### src/rtl/stepper_trapezoid_step_generator_assert.svh
// assertion macros used by the step generator datapath
// no dependencies; the bodies are empty when SYNTHESIS is defined
`ifndef STEPPER_TRAPEZOID_STEP_GENERATOR_ASSERT_SVH
`define STEPPER_TRAPEZOID_STEP_GENERATOR_ASSERT_SVH
`ifndef SYNTHESIS
`define STG_ASSERT_IMP(name, clock, reset_n, ante, cons, msg) \
    name: assert property (@(posedge clock) disable iff (!reset_n) (ante) |-> (cons)) \
        else $error(msg);
`define STG_ASSERT_NEXT(name, clock, reset_n, ante, cons, msg) \
    name: assert property (@(posedge clock) disable iff (!reset_n) (ante) |=> (cons)) \
        else $error(msg);
`else
`define STG_ASSERT_IMP(name, clock, reset_n, ante, cons, msg)
`define STG_ASSERT_NEXT(name, clock, reset_n, ante, cons, msg)
`endif
`endif

### src/rtl/stg_pkg.sv
// shared constants, codes and control structs of the step generator
// no dependencies
package stg_pkg;

    localparam int STEP_BITS_DEF        = 24;
    localparam int PERIOD_FRAC_BITS_DEF = 12;
    localparam int RATE_FRAC_BITS_DEF   = 48;

    localparam int PERIOD_W  = 32;
    localparam int Q_FRAC    = 40;
    localparam int Q_INT     = 11;
    localparam int Q_W       = Q_FRAC + Q_INT;
    localparam int MUL_W     = 64;
    localparam int CHUNK_W   = 32;
    localparam int ACC_W     = 2 * MUL_W;
    localparam int CFG_IDX_W = 2;

    localparam logic [CFG_IDX_W-1:0] REG_INIT_PERIOD = 2'd0;
    localparam logic [CFG_IDX_W-1:0] REG_RAMP_FACTOR = 2'd1;
    localparam logic [CFG_IDX_W-1:0] REG_RAMP_STEPS  = 2'd2;

    localparam logic OP_TICK       = 1'b0;
    localparam logic OP_START      = 1'b1;
    localparam logic KIND_STRAIGHT = 1'b0;
    localparam logic KIND_TURN     = 1'b1;

    // period update stages: p*p, r*pp, q*q, p*f
    localparam logic [1:0] STAGE_PP = 2'd0;
    localparam logic [1:0] STAGE_RQ = 2'd1;
    localparam logic [1:0] STAGE_QQ = 2'd2;
    localparam logic [1:0] STAGE_PF = 2'd3;

    typedef struct packed {
        logic       accept;
        logic       issue;
        logic       accum;
        logic [1:0] chunk;
        logic       finish;
        logic [1:0] stage;
    } stg_cmd_t;

    typedef struct packed {
        logic out_free;
        logic update_req;
        logic sat;
    } stg_sts_t;

endpackage

### src/rtl/stg_if.sv
// valid/ready channel interfaces for the step generator words
// depends on stg_pkg for the default step count width
interface stg_req_if #(
    parameter int STEP_BITS = stg_pkg::STEP_BITS_DEF
);
    logic                        valid;
    logic                        ready;
    logic                        operation;
    logic                        move_kind;
    logic signed [STEP_BITS-1:0] step_count;

    modport source (output valid, output operation, output move_kind, output step_count,
                    input ready);
    modport sink   (input valid, input operation, input move_kind, input step_count,
                    output ready);
endinterface

interface stg_rsp_if;
    logic valid;
    logic ready;
    logic step_pulse;
    logic right_dir_pin;
    logic left_dir_pin;
    logic busy_res;

    modport source (output valid, output step_pulse, output right_dir_pin,
                    output left_dir_pin, output busy_res, input ready);
    modport sink   (input valid, input step_pulse, input right_dir_pin,
                    input left_dir_pin, input busy_res, output ready);
endinterface

### src/rtl/stepper_trapezoid_step_generator.sv
// Two-motor stepper step generator with a trapezoidal ramp. A start word or a tick word
// that does not step is taken while idle and its result word is registered at once; a
// tick that steps during acceleration or deceleration also produces its result at once but
// then holds req.ready low while the next period is computed: four 64x64 products (p*p,
// r*p*p, q*q, p*f) on one shared 32x32 multiplier, each as four partial products followed
// by a drain step and a finish step; a saturated q ends it after the second product.
// A cruise step starts no period update. A new word is taken only when the result register
// is empty or its word leaves in the same clock.
// Config writes (index 0 initial period, 1 ramp factor, 2 ramp steps) take effect at once.
// top level; depends on stg_pkg, stg_if, stg_datapath and stg_ctrl
module stepper_trapezoid_step_generator #(
    parameter int STEP_BITS        = stg_pkg::STEP_BITS_DEF,
    parameter int PERIOD_FRAC_BITS = stg_pkg::PERIOD_FRAC_BITS_DEF,
    parameter int RATE_FRAC_BITS   = stg_pkg::RATE_FRAC_BITS_DEF
) (
    input  logic                          clk,
    input  logic                          rst_n,
    stg_req_if.sink                       req,
    stg_rsp_if.source                     rsp,
    input  logic                          cfg_we,
    input  logic [stg_pkg::CFG_IDX_W-1:0] cfg_index,
    input  logic [RATE_FRAC_BITS-1:0]     cfg_data
);
    import stg_pkg::*;

    stg_cmd_t cmd;
    stg_sts_t sts;
    logic     ready;

    stg_ctrl u_ctrl (
        .clk       (clk),
        .rst_n     (rst_n),
        .req_valid (req.valid),
        .req_ready (ready),
        .sts       (sts),
        .cmd       (cmd)
    );

    stg_datapath #(
        .STEP_BITS        (STEP_BITS),
        .PERIOD_FRAC_BITS (PERIOD_FRAC_BITS),
        .RATE_FRAC_BITS   (RATE_FRAC_BITS)
    ) u_datapath (
        .clk               (clk),
        .rst_n             (rst_n),
        .cmd               (cmd),
        .sts               (sts),
        .req_operation     (req.operation),
        .req_move_kind     (req.move_kind),
        .req_step_count    (req.step_count),
        .rsp_valid         (rsp.valid),
        .rsp_ready         (rsp.ready),
        .rsp_step_pulse    (rsp.step_pulse),
        .rsp_right_dir_pin (rsp.right_dir_pin),
        .rsp_left_dir_pin  (rsp.left_dir_pin),
        .rsp_busy_res      (rsp.busy_res),
        .cfg_we            (cfg_we),
        .cfg_index         (cfg_index),
        .cfg_data          (cfg_data)
    );

    assign req.ready = ready;

endmodule

### src/rtl/stg_datapath.sv
// step generator datapath: counters, period, config registers, shared multiplier
// depends on stg_pkg and stepper_trapezoid_step_generator_assert.svh
`include "stepper_trapezoid_step_generator_assert.svh"

module stg_datapath #(
    parameter int STEP_BITS        = stg_pkg::STEP_BITS_DEF,
    parameter int PERIOD_FRAC_BITS = stg_pkg::PERIOD_FRAC_BITS_DEF,
    parameter int RATE_FRAC_BITS   = stg_pkg::RATE_FRAC_BITS_DEF
) (
    input  logic                            clk,
    input  logic                            rst_n,
    input  stg_pkg::stg_cmd_t               cmd,
    output stg_pkg::stg_sts_t               sts,
    input  logic                            req_operation,
    input  logic                            req_move_kind,
    input  logic signed [STEP_BITS-1:0]     req_step_count,
    output logic                            rsp_valid,
    input  logic                            rsp_ready,
    output logic                            rsp_step_pulse,
    output logic                            rsp_right_dir_pin,
    output logic                            rsp_left_dir_pin,
    output logic                            rsp_busy_res,
    input  logic                            cfg_we,
    input  logic [stg_pkg::CFG_IDX_W-1:0]   cfg_index,
    input  logic [RATE_FRAC_BITS-1:0]       cfg_data
);
    import stg_pkg::*;

    localparam int EL_W   = PERIOD_W - PERIOD_FRAC_BITS;
    localparam int RAMP_W = STEP_BITS - 1;
    // alignment of r*p*p down to q's fraction
    localparam int Q_SHIFT = RATE_FRAC_BITS + 2 * PERIOD_FRAC_BITS - Q_FRAC;

    logic [PERIOD_W-1:0]       init_period_reg;
    logic [RATE_FRAC_BITS-1:0] ramp_factor_reg;
    logic [RAMP_W-1:0]         ramp_steps_reg;

    logic [STEP_BITS-1:0] target_reg;
    logic [STEP_BITS-1:0] done_reg;
    logic [PERIOD_W-1:0]  period_reg;
    logic [EL_W-1:0]      elapsed_reg;
    logic                 left_fwd_reg;
    logic                 right_fwd_reg;
    logic                 decel_reg;

    logic [MUL_W-1:0] opa_reg;
    logic [MUL_W-1:0] opb_reg;
    logic [MUL_W-1:0] prod_reg;
    logic [MUL_W-1:0] prod_next;
    logic [1:0]       shift_reg;
    logic [ACC_W-1:0] acc_reg;
    logic [ACC_W-1:0] acc_next;
    logic [ACC_W-1:0] prod_aligned;
    logic [Q_W-1:0]   q_reg;

    logic out_valid_reg;
    logic pulse_reg;
    logic right_pin_reg;
    logic left_pin_reg;
    logic busy_reg;

    // item evaluation
    logic [STEP_BITS-1:0] raw;
    logic                 neg;
    logic                 pos;
    logic [STEP_BITS-1:0] mag;
    logic [EL_W-1:0]      el_inc;
    logic                 busy_tick;
    logic                 fire;
    logic                 accel;
    logic                 decel;
    logic                 is_start;

    // finish stage values
    logic [Q_W-1:0]      q_sel;
    logic                sat_rq;
    logic                sat_pf;
    logic [MUL_W-1:0]    q2;
    logic [MUL_W-1:0]    f_val;
    logic [CHUNK_W-1:0]  a_chunk;
    logic [CHUNK_W-1:0]  b_chunk;
    logic                period_wr;

    always_comb
    begin
        raw      = req_step_count;
        is_start = (req_operation == OP_START);
        neg      = raw[STEP_BITS-1];
        pos      = !neg && (raw != '0);
        mag      = neg ? ((~raw) + STEP_BITS'(1)) : raw;

        el_inc    = (&elapsed_reg) ? elapsed_reg : elapsed_reg + EL_W'(1);
        busy_tick = done_reg < target_reg;
        fire      = busy_tick && ({el_inc, {PERIOD_FRAC_BITS{1'b0}}} >= period_reg);
        accel     = done_reg < {1'b0, ramp_steps_reg};
        // steps_done > target - ramp, kept unsigned
        decel     = ({1'b0, done_reg} + {2'b0, ramp_steps_reg}) > {1'b0, target_reg};
    end

    always_comb
    begin
        q_sel  = acc_reg[Q_SHIFT + Q_W - 1:Q_SHIFT];
        sat_rq = |acc_reg[ACC_W-1:Q_SHIFT + Q_W];
        sat_pf = |acc_reg[ACC_W-1:Q_FRAC + PERIOD_W];
        q2     = acc_reg[Q_FRAC + MUL_W - 1:Q_FRAC];
        if (decel_reg)
        begin
            f_val = (MUL_W'(1) << Q_FRAC) + q2 + MUL_W'(q_reg);
        end
        else
        begin
            f_val = (MUL_W'(1) << Q_FRAC) + q2 - MUL_W'(q_reg);
        end
    end

    assign sts.out_free   = !out_valid_reg || rsp_ready;
    assign sts.update_req = !is_start && fire && (accel || decel);
    assign sts.sat        = sat_rq;

    // shared multiplier: one 32x32 partial product per cycle while cmd.issue is high
    always_comb
    begin
        a_chunk   = cmd.chunk[1] ? opa_reg[MUL_W-1:CHUNK_W] : opa_reg[CHUNK_W-1:0];
        b_chunk   = cmd.chunk[0] ? opb_reg[MUL_W-1:CHUNK_W] : opb_reg[CHUNK_W-1:0];
        prod_next = MUL_W'(a_chunk) * MUL_W'(b_chunk);
        case (shift_reg)
            2'd0:    prod_aligned = {{MUL_W{1'b0}}, prod_reg};
            2'd1:    prod_aligned = {{CHUNK_W{1'b0}}, prod_reg, {CHUNK_W{1'b0}}};
            default: prod_aligned = {prod_reg, {MUL_W{1'b0}}};
        endcase
        if (cmd.issue && (cmd.chunk == 2'd0))
        begin
            acc_next = '0;
        end
        else if (cmd.accum)
        begin
            acc_next = acc_reg + prod_aligned;
        end
        else
        begin
            acc_next = acc_reg;
        end
    end

    always_ff @(posedge clk)
    begin
        if (cmd.issue)
        begin
            prod_reg  <= prod_next;
            shift_reg <= 2'(cmd.chunk[1]) + 2'(cmd.chunk[0]);
        end
        acc_reg <= acc_next;

        if (cmd.accept)
        begin
            opa_reg   <= MUL_W'(period_reg);
            opb_reg   <= MUL_W'(period_reg);
            decel_reg <= !accel && decel;
        end
        else if (cmd.finish)
        begin
            unique case (cmd.stage)
                STAGE_PP:
                begin
                    opa_reg <= MUL_W'(ramp_factor_reg);
                    opb_reg <= acc_reg[MUL_W-1:0];
                end
                STAGE_RQ:
                begin
                    q_reg   <= q_sel;
                    opa_reg <= MUL_W'(q_sel);
                    opb_reg <= MUL_W'(q_sel);
                end
                STAGE_QQ:
                begin
                    opa_reg <= MUL_W'(period_reg);
                    opb_reg <= f_val;
                end
                STAGE_PF:
                begin
                    opa_reg <= opa_reg;
                end
                default:
                begin
                    opa_reg <= opa_reg;
                end
            endcase
        end
    end

    always_ff @(posedge clk or negedge rst_n)
    begin
        if (!rst_n)
        begin
            init_period_reg <= '0;
            ramp_factor_reg <= '0;
            ramp_steps_reg  <= '0;
        end
        else if (cfg_we)
        begin
            unique case (cfg_index)
                REG_INIT_PERIOD: init_period_reg <= cfg_data[PERIOD_W-1:0];
                REG_RAMP_FACTOR: ramp_factor_reg <= cfg_data;
                REG_RAMP_STEPS:  ramp_steps_reg  <= cfg_data[RAMP_W-1:0];
                default:         init_period_reg <= init_period_reg;
            endcase
        end
    end

    always_ff @(posedge clk or negedge rst_n)
    begin
        if (!rst_n)
        begin
            target_reg    <= '0;
            done_reg      <= '0;
            period_reg    <= '0;
            elapsed_reg   <= '1;
            left_fwd_reg  <= 1'b0;
            right_fwd_reg <= 1'b0;
        end
        else if (cmd.accept)
        begin
            if (is_start)
            begin
                left_fwd_reg  <= pos;
                right_fwd_reg <= (req_move_kind == KIND_TURN) ? !pos : pos;
                target_reg    <= mag;
                done_reg      <= '0;
                period_reg    <= init_period_reg;
                elapsed_reg   <= '1;
            end
            else if (fire)
            begin
                elapsed_reg <= '0;
                done_reg    <= done_reg + STEP_BITS'(1);
            end
            else
            begin
                elapsed_reg <= el_inc;
            end
        end
        else if (cmd.finish)
        begin
            if ((cmd.stage == STAGE_RQ) && sat_rq)
            begin
                period_reg <= '1;
            end
            else if (cmd.stage == STAGE_PF)
            begin
                period_reg <= sat_pf ? '1 : acc_reg[Q_FRAC + PERIOD_W - 1:Q_FRAC];
            end
        end
    end

    // result word is formed at accept time; the period update runs behind it
    always_ff @(posedge clk or negedge rst_n)
    begin
        if (!rst_n)
        begin
            out_valid_reg <= 1'b0;
        end
        else if (cmd.accept)
        begin
            out_valid_reg <= 1'b1;
        end
        else if (rsp_ready)
        begin
            out_valid_reg <= 1'b0;
        end
    end

    always_ff @(posedge clk)
    begin
        if (cmd.accept)
        begin
            if (is_start)
            begin
                pulse_reg     <= 1'b0;
                right_pin_reg <= (req_move_kind == KIND_TURN) ? !pos : pos;
                left_pin_reg  <= !pos;
                busy_reg      <= mag != '0;
            end
            else
            begin
                pulse_reg     <= fire;
                right_pin_reg <= right_fwd_reg;
                left_pin_reg  <= !left_fwd_reg;
                busy_reg      <= busy_tick;
            end
        end
    end

    assign rsp_valid         = out_valid_reg;
    assign rsp_step_pulse    = pulse_reg;
    assign rsp_right_dir_pin = right_pin_reg;
    assign rsp_left_dir_pin  = left_pin_reg;
    assign rsp_busy_res      = busy_reg;

    assign period_wr = cmd.accept || cmd.finish;

    `STG_ASSERT_IMP(a_done_le_target, clk, rst_n, 1'b1, done_reg <= target_reg, "steps done passed target")
    `STG_ASSERT_NEXT(a_period_hold, clk, rst_n, !period_wr, $stable(period_reg), "period changed outside update")
    `STG_ASSERT_IMP(a_pulse_busy, clk, rst_n, out_valid_reg && pulse_reg, busy_reg, "step word without busy")

endmodule

### src/rtl/stg_ctrl.sv
// step generator controller: accepts words and sequences the period update
// depends on stg_pkg
module stg_ctrl (
    input  logic              clk,
    input  logic              rst_n,
    input  logic              req_valid,
    output logic              req_ready,
    input  stg_pkg::stg_sts_t sts,
    output stg_pkg::stg_cmd_t cmd
);
    import stg_pkg::*;

    localparam logic [1:0] S_IDLE = 2'd0;
    localparam logic [1:0] S_MUL  = 2'd1;
    localparam logic [1:0] S_FIN  = 2'd2;

    localparam logic [2:0] K_LAST = 3'd4;

    logic [1:0] state_reg;
    logic [1:0] state_next;
    logic [2:0] k_reg;
    logic [2:0] k_next;
    logic [1:0] stage_reg;
    logic [1:0] stage_next;
    logic       accept;

    assign req_ready = (state_reg == S_IDLE) && sts.out_free;
    assign accept    = req_valid && req_ready;

    always_comb
    begin
        state_next = state_reg;
        k_next     = k_reg;
        stage_next = stage_reg;
        unique case (state_reg)
            S_IDLE:
            begin
                if (accept && sts.update_req)
                begin
                    state_next = S_MUL;
                    stage_next = STAGE_PP;
                    k_next     = '0;
                end
            end
            S_MUL:
            begin
                k_next = k_reg + 3'd1;
                if (k_reg == K_LAST)
                begin
                    state_next = S_FIN;
                end
            end
            S_FIN:
            begin
                // a saturated q ends the update early
                if ((stage_reg == STAGE_PF) || ((stage_reg == STAGE_RQ) && sts.sat))
                begin
                    state_next = S_IDLE;
                end
                else
                begin
                    state_next = S_MUL;
                    stage_next = stage_reg + 2'd1;
                    k_next     = '0;
                end
            end
            default:
            begin
                state_next = S_IDLE;
            end
        endcase
    end

    always_ff @(posedge clk or negedge rst_n)
    begin
        if (!rst_n)
        begin
            state_reg <= S_IDLE;
            k_reg     <= '0;
            stage_reg <= STAGE_PP;
        end
        else
        begin
            state_reg <= state_next;
            k_reg     <= k_next;
            stage_reg <= stage_next;
        end
    end

    assign cmd.accept = accept;
    assign cmd.issue  = (state_reg == S_MUL) && (k_reg != K_LAST);
    assign cmd.accum  = (state_reg == S_MUL) && (k_reg != 3'd0);
    assign cmd.chunk  = k_reg[1:0];
    assign cmd.finish = (state_reg == S_FIN);
    assign cmd.stage  = stage_reg;

endmodule
### src/flat_wrapper.sv
// flat-port wrapper written by rule: the top's interface ports become plain ports
module stepper_trapezoid_step_generator_flat import stg_pkg::*;
#(
    parameter int STEP_BITS        = stg_pkg::STEP_BITS_DEF,
    parameter int PERIOD_FRAC_BITS = stg_pkg::PERIOD_FRAC_BITS_DEF,
    parameter int RATE_FRAC_BITS   = stg_pkg::RATE_FRAC_BITS_DEF
)
  (clk, rst_n, cfg_we, cfg_index, cfg_data, req_valid, req_operation, req_move_kind, req_step_count, req_ready, rsp_valid, rsp_step_pulse, rsp_right_dir_pin, rsp_left_dir_pin, rsp_busy_res, rsp_ready);
  stg_req_if #(.STEP_BITS(STEP_BITS)) req_i ();
  stg_rsp_if rsp_i ();
  input  logic clk;
  input  logic rst_n;
  input  logic cfg_we;
  input  logic [stg_pkg::CFG_IDX_W-1:0] cfg_index;
  input  logic [RATE_FRAC_BITS-1:0] cfg_data;
  input wire logic [$bits(req_i.valid)-1:0] req_valid;
  input wire logic [$bits(req_i.operation)-1:0] req_operation;
  input wire logic [$bits(req_i.move_kind)-1:0] req_move_kind;
  input wire logic [$bits(req_i.step_count)-1:0] req_step_count;
  output wire logic [$bits(req_i.ready)-1:0] req_ready;
  output wire logic [$bits(rsp_i.valid)-1:0] rsp_valid;
  output wire logic [$bits(rsp_i.step_pulse)-1:0] rsp_step_pulse;
  output wire logic [$bits(rsp_i.right_dir_pin)-1:0] rsp_right_dir_pin;
  output wire logic [$bits(rsp_i.left_dir_pin)-1:0] rsp_left_dir_pin;
  output wire logic [$bits(rsp_i.busy_res)-1:0] rsp_busy_res;
  input wire logic [$bits(rsp_i.ready)-1:0] rsp_ready;
  assign req_i.valid = req_valid;
  assign req_i.operation = req_operation;
  assign req_i.move_kind = req_move_kind;
  assign req_i.step_count = req_step_count;
  assign req_ready = req_i.ready;
  assign rsp_valid = rsp_i.valid;
  assign rsp_step_pulse = rsp_i.step_pulse;
  assign rsp_right_dir_pin = rsp_i.right_dir_pin;
  assign rsp_left_dir_pin = rsp_i.left_dir_pin;
  assign rsp_busy_res = rsp_i.busy_res;
  assign rsp_i.ready = rsp_ready;
  stepper_trapezoid_step_generator #(.STEP_BITS(STEP_BITS), .PERIOD_FRAC_BITS(PERIOD_FRAC_BITS), .RATE_FRAC_BITS(RATE_FRAC_BITS)) u_core (.clk(clk), .rst_n(rst_n), .req(req_i), .rsp(rsp_i), .cfg_we(cfg_we), .cfg_index(cfg_index), .cfg_data(cfg_data));
endmodule
### config.mk
export PLATFORM = sky130hd
export DESIGN_NAME = stepper_trapezoid_step_generator_flat
export DESIGN_NICKNAME = d
export VERILOG_FILES = /design/src/rtl/stg_pkg.sv /design/src/rtl/stg_if.sv /design/src/rtl/stepper_trapezoid_step_generator.sv /design/src/rtl/stg_datapath.sv /design/src/rtl/stg_ctrl.sv /design/src/flat_wrapper.sv
export VERILOG_INCLUDE_DIRS = /design/src /design/src/rtl
export SDC_FILE = /design/constraint.sdc
export NUM_CORES = 2
export LEC_CHECK = 0
export BUFFER_PORTS_ARGS = -buffer_cell sky130_fd_sc_hd__buf_2
export CORE_MARGIN = 2
export CORE_UTILIZATION = 45
export CTS_CLUSTER_SIZE = 20
export DETAILED_ROUTE_END_ITERATION = 12
export GPL_TIMING_DRIVEN = 0
export PLACE_DENSITY = 0.66
export SYNTH_ARGS = -nofsm -noshare
export SYNTH_HDL_FRONTEND = slang
export SYNTH_SLANG_ARGS = --single-unit
### constraint.sdc
create_clock -name clk -period 12.15 [get_ports clk]
set_clock_uncertainty 0.05 [all_clocks]
set_input_delay 2.43 -clock clk [delete_from_list [all_inputs] [get_ports clk]]
set_output_delay 2.43 -clock clk [all_outputs]
set_load 0.01 [all_outputs]
# Yosys cells after proc, flatten, opt, wreduce, memory -nomap -nowiden
# Index checks and enable logic that the tools add are counted.
# word_totals
reg_bits	591
inputBits	81
wordCells	152
# op_classes
addsub	11
mul	1
n_lt_le_gt_ge	4
n_eq_ne	15
n_mux	38
bitwise	3
reduce_logical	54
# ops
op	n
32-bit 2-to-1 mux	12
64-bit one-hot mux with 3 select lines	2
128-bit one-hot mux with 2 select lines	1
128-bit adder	1
24-bit 2-to-1 mux	3
41-bit by 64-bit adder with 64-bit output, first input constant	1
64-bit by 51-bit adder with 64-bit output	1
32-bit by 32-bit multiplier with 64-bit output	1
64-bit 2-to-1 mux	1
64-bit by 51-bit subtractor with 64-bit output	1
20-bit 2-to-1 mux	3
56-bit OR reduction	1
24-bit by 1-bit adder with 24-bit output, second input constant	2
24-bit nonzero test	2
45-bit OR reduction	1
32-bit >= comparator	1
24-bit by 23-bit adder with 25-bit output	1
25-bit by 24-bit > comparator with 1-bit output	1
24-bit by 23-bit < comparator with 1-bit output	1
24-bit < comparator	1
24-bit inverter	1
20-bit by 1-bit adder with 20-bit output, second input constant	1
2-bit AND reduction	10
20-bit AND reduction	1
other kinds (24)	75

# Longest topological paths before layout
# logic_depth
depth_word	9
depth_mapped	36
depth_no_buf	32

# Hierarchy
# Synthesis repeated with hierarchy kept, for this count alone.
# hier_totals
hier_cells	8573
hier_area_um2	74579.0
# modules_own_cells
mod	instances	cells_each	area_per_inst_um2	seq_area_each_um2
stg_datapath	1	8532	74119.8	14348.8
stg_ctrl	1	41	459.2	175.2

# Worst setup path after synthesis
# OpenSTA, ideal clock, no wires.
# synth_timing
kind	reg2reg
startpoint	register u_core.u_ctrl.k_reg[1]
endpoint	register u_core.u_datapath.prod_reg[61] (data pin)
arrival_ns	9.258
t_required_ns	11.842
slack_ns	2.584
path_stages_with_launch	35
cell_sequence	dfrtp_1 clkbuf_1 clkbuf_1 buf_1 mux2i_1 clkbuf_1 nor2_1 fa_1 fa_1 fa_1 inv_1 fa_1 inv_1 fa_1 inv_1 fa_1 inv_1 fa_1 fa_1 ha_1 and3_4 nor2b_1 or3_1 a221o_1 a221oi_4 a21oi_2 o211ai_2 a31oi_1 o41ai_2 nand3b_1 nor2_1 a2111oi_2 nor2_1 nor2_1 xnor2_1
# synth_via
elab_chain_len	2
# synth_lines
element	line_no	text
start, declared	stg_ctrl.sv:21	logic [2:0] k_reg;
start signal, assigned	stg_ctrl.sv:85	k_reg <= k_next;
32-bit 2-to-1 mux	stg_datapath.sv:123	a_chunk = cmd.chunk[1] ? opa_reg[MUL_W-1:CHUNK_W] : opa_reg[CHUNK_W-1:0];
32-bit by 32-bit multiplier with 64-bit output	stg_datapath.sv:125	prod_next = MUL_W'(a_chunk) * MUL_W'(b_chunk);
net u_core.u_datapath.prod_next[61]	stg_datapath.sv:49	logic [MUL_W-1:0] prod_next;
end signal, assigned	stg_datapath.sv:149	prod_reg <= prod_next;
end, declared	stg_datapath.sv:48	logic [MUL_W-1:0] prod_reg;
# The timed path passes the listed nets, and every way through them passes these cells.
# A chain may end at the register's enable or synchronous reset.

# Worst setup path in the final report
# layout_timing
startpoint	register u_core.u_ctrl.k_reg[0]
endpoint	register u_core.u_datapath.prod_reg[63] (data pin)
# layout_via
elab_chain_len	2
# layout_lines
element	line_no	text
32-bit 2-to-1 mux	stg_datapath.sv:124	b_chunk = cmd.chunk[0] ? opb_reg[MUL_W-1:CHUNK_W] : opb_reg[CHUNK_W-1:0];
32-bit by 32-bit multiplier with 64-bit output	stg_datapath.sv:125	
net u_core.u_datapath.prod_next[63]	stg_datapath.sv:49	
# The timed path passes the listed nets, and every way through them passes these cells.

==> results.py <==
metrics = {
    "status": {
        "status": "finished with violations",
        "violations": "max-capacitance violations, max-slew violations",
    },
    "clocking": {
        "cts_tree": "built",
        "clock_latency_ns": 0.69,
        "clockRootBuffer": "clkbuf_16",
        "numCtsBuffers": 73,
        "clkTransAtPathRegs_ns": 0.06,
        "clock_path_buffers": 3,
        "htree_levels": 3,
        "cts_sinks": 578,
    },
    "synth": {
        "synthFlopType": "dfrtp_1",
        "synthDistinctLibCells": 95,
        "ys_seq_elements": 578,
        "synth_edf_count": 186,
        "netlist_area_sq_mm": 0.0724,
        "synth_cells": 8316,
        "synth_area_per_cell_sq_um": 8.70,
        "ys_async_sr_fraction_pct": 36.9,
        "seq_area_frac_synth_pct": 20.1,
        "synth_nets": 9874,
        "yosysWarnings": 0,
    },
    "global_route": {
        "gr-total-overflow": 0,
        "antenna_found_initial": 26,
        "gr-usage-all-layers_pct": 39.6,
        "grt_pass1_vias": 64311,
        "grt_max_degree": 114,
        "grt_first_pass_wirelength_mm": 461,
    },
    "route": {
        "avgViaCountPerCell": 6.11,
        "num_vias": 65642,
        "drc": 0,
        "drt.antenna.violating_nets": 0,
        "wire_per_inst_um": 30.2,
        "drt-initial-drc-count": 7664,
        "drtPass1Iterations": 10,
        "wirelength_mm": 324,
    },
    "die": {
        "io_pins": 87,
        "die_area_sq_mm": 0.164,
        "die_x_um": 405,
        "start_util_pct": 45.2,
        "rows": 147,
        "core_sq_mm": 0.160,
        "die_height_um": 405,
    },
    "finish": {
        "layout-drive-gt1-share_pct": 6.00,
        "postLayoutCoreUtil_pct": 49.2,
        "largest_reg_flops": 128,
        "nets": 10063,
        "final_area_sq_mm": 0.0788,
        "syn2layout_area_growth_pct": 8.83,
        "fillCellCount": 15491,
    },
    "timing": {
        "whs_ns": 0.432,
        "tightestPinTransition_ns": 1.59,
        "slew_headroom_pct": -5.98,
        "max_freq_mhz": 84.1,
        "maxSlewViolCount": 12,
        "final.min_clock_period_ns": 11.89,
        "setup_violations": 0,
        "hold_viol": 0,
        "period_share_pct": 97.8,
    },
    "critical_path": {
        "crit_path_start_kind": "register",
        "r2r_cells": 33,
        "worst_setup_path_end_kind": "register",
        "cp.arrival_ns": 12.25,
        "worstSetupPathType": "register to register",
        "crit_top_cell": "fa_1",
        "crit_path_top_delay_cell": "mux2i_2",
        "slowest_delay_ns": 0.94,
        "required_ns": 12.51,
        "cp_max_fo": 10,
    },
    "placement": {
        "dp_hpwl_mm": 261,
        "dpl_cell_area_sq_mm": 0.0761,
        "portBuffers": 84,
        "gp_congestion": 1.08,
    },
    "worst_hold_path": {
        "worstHoldPathType": "register to register",
        "holdPathStages": 2,
    },
    "flow_run": {
        "cap_violations": 3,
    },
}
worst paths after layout:
kind,from,slack (ns),end
max in group asynchronous,rst_n,9.15,u_core.u_datapath.ramp_factor_reg[35]
min in group asynchronous,rst_n,1.71,u_core.u_datapath.rsp_valid
min,u_core.u_datapath.acc_reg[109],0.43,u_core.u_datapath.acc_reg[109]
max,u_core.u_ctrl.k_reg[0],0.26,u_core.u_datapath.prod_reg[63]
max reg2reg,u_core.u_ctrl.k_reg[0],0.26,u_core.u_datapath.prod_reg[63]
min reg2reg,u_core.u_datapath.acc_reg[109],0.43,u_core.u_datapath.acc_reg[109]
metal layers:
metal	part of all wire (%)	vias up	track usage [%]
met5	0.094	-	0
li1	-	27899	-
met1	39	32742	52.0
met4	7.9	14	25.1
met3	12	979	11.8
met2	41	4008	56.7
cells in the mapped netlist, types with 70 or more instances:
cell	number	area, sq um
nand4_1	107	669
nand2_1	964	3620
xnor2_1	203	1780
clkbuf_1	393	1480
dfxtp_1	179	3580
nor2_1	925	3470
a31oi_1	70	438
nand3_1	96	480
and2_1	81	507
a21oi_1	479	2400
ha_1	578	7230
edfxtp_1	186	5590
a21o_1	173	1300
dfrtp_1	193	4830
inv_1	1044	3920
mux2_2	155	1750
o21ai_0	436	2180
xor2_1	187	1640
fa_1	899	18000
nor3_1	82	410
mux2i_1	85	851
through the flow:
| stage | setup TNS, ns | std cells | setup WS [ns] |
|---|---|---|---|
| after global routing | -0.0209 | 10723 | -0.0170 |
| after detailed placement | -1.75 | 10589 | -0.561 |
| final | 0 | 10747 | 0.262 |
| after global placement | -2.42 | 10560 | -0.625 |
| after floorplan | 0 | 8316 | 2.58 |
| after CTS | 0 | 10722 | 0.0181 |
cell type report:
class                      instances  area (sq um)  share of cell area [%]
antenna                           24          60.1                  0.0762
buffer                           427          1640                    2.09
clock buffer                      94          2020                    2.56
clock inverter                    39           507                   0.643
inverter                        1045          3920                    4.98
multi-input combinational       6266         52500                    66.7
sequential                       578         14500                    18.4
tap                             2160          2700                    3.43
timing repair buffer             114           888                    1.13
logic make-up (layout without fill, tap and decap cells):
| logic type | count (synthesis) | count (layout) | synth area share [%] |
|---|---|---|---|
| and+or+nand+nor | 2540 | 2540 | 15.3 |
| buffers and inverters | 1472 | 1719 | 7.65 |
| adders and majority gates | 1477 | 1477 | 34.9 |
| muxes | 240 | 240 | 3.59 |
| AOI/OAI and AO/OA | 1619 | 1619 | 13.9 |
| DFF | 578 | 578 | 20.1 |
| other | 0 | 24 | 0 |
| xor gates and xnor gates | 390 | 390 | 4.72 |
cells in the final DEF, fill, tap and decap left out, types with 81 or more instances in the layout:
| cell | synthesis | layout |
|---|---|---|
| a21o_1 | 173 | 173 |
| a21oi_1 | 479 | 478 |
| and2_1 | 81 | 81 |
| buf_2 | 7 | 90 |
| clkbuf_1 | 393 | 388 |
| dfrtp_1 | 193 | 193 |
| dfxtp_1 | 179 | 179 |
| edfxtp_1 | 186 | 186 |
| fa_1 | 899 | 899 |
| ha_1 | 578 | 578 |
| inv_1 | 1044 | 1044 |
| mux2_2 | 155 | 155 |
| nand2_1 | 964 | 963 |
| nand3_1 | 96 | 96 |
| nand4_1 | 107 | 107 |
| nor2_1 | 925 | 924 |
| nor3_1 | 82 | 82 |
| o21ai_0 | 436 | 435 |
| xnor2_1 | 203 | 203 |
| xor2_1 | 187 | 187 |
what timing repair did:
item | in CTS | in global routing
endpoints found under the setup margin | 10 | 8
endpoints found under the hold margin | 0 | 0
resized for setup | 9 | 41
buffers inserted | 0 | 0
pin swaps | 0 | 0
hold buffers | 0 | 0
worst max-delay path, delay by kind of cell, from the launching register on:
family | cells | cell delay [ns]
adders and majority gates | 9 | 4.63
AOI/OAI and AO/OA | 9 | 2.28
buffers and inverters | 7 | 2.10
and+or+nand+nor | 6 | 1.19
muxes | 1 | 0.94
DFF | 1 | 0.34
xor gates and xnor gates | 1 | 0.08
Power is not shown: default switching activity piles up to over one toggle a cycle in this logic, so the estimate is an artifact.
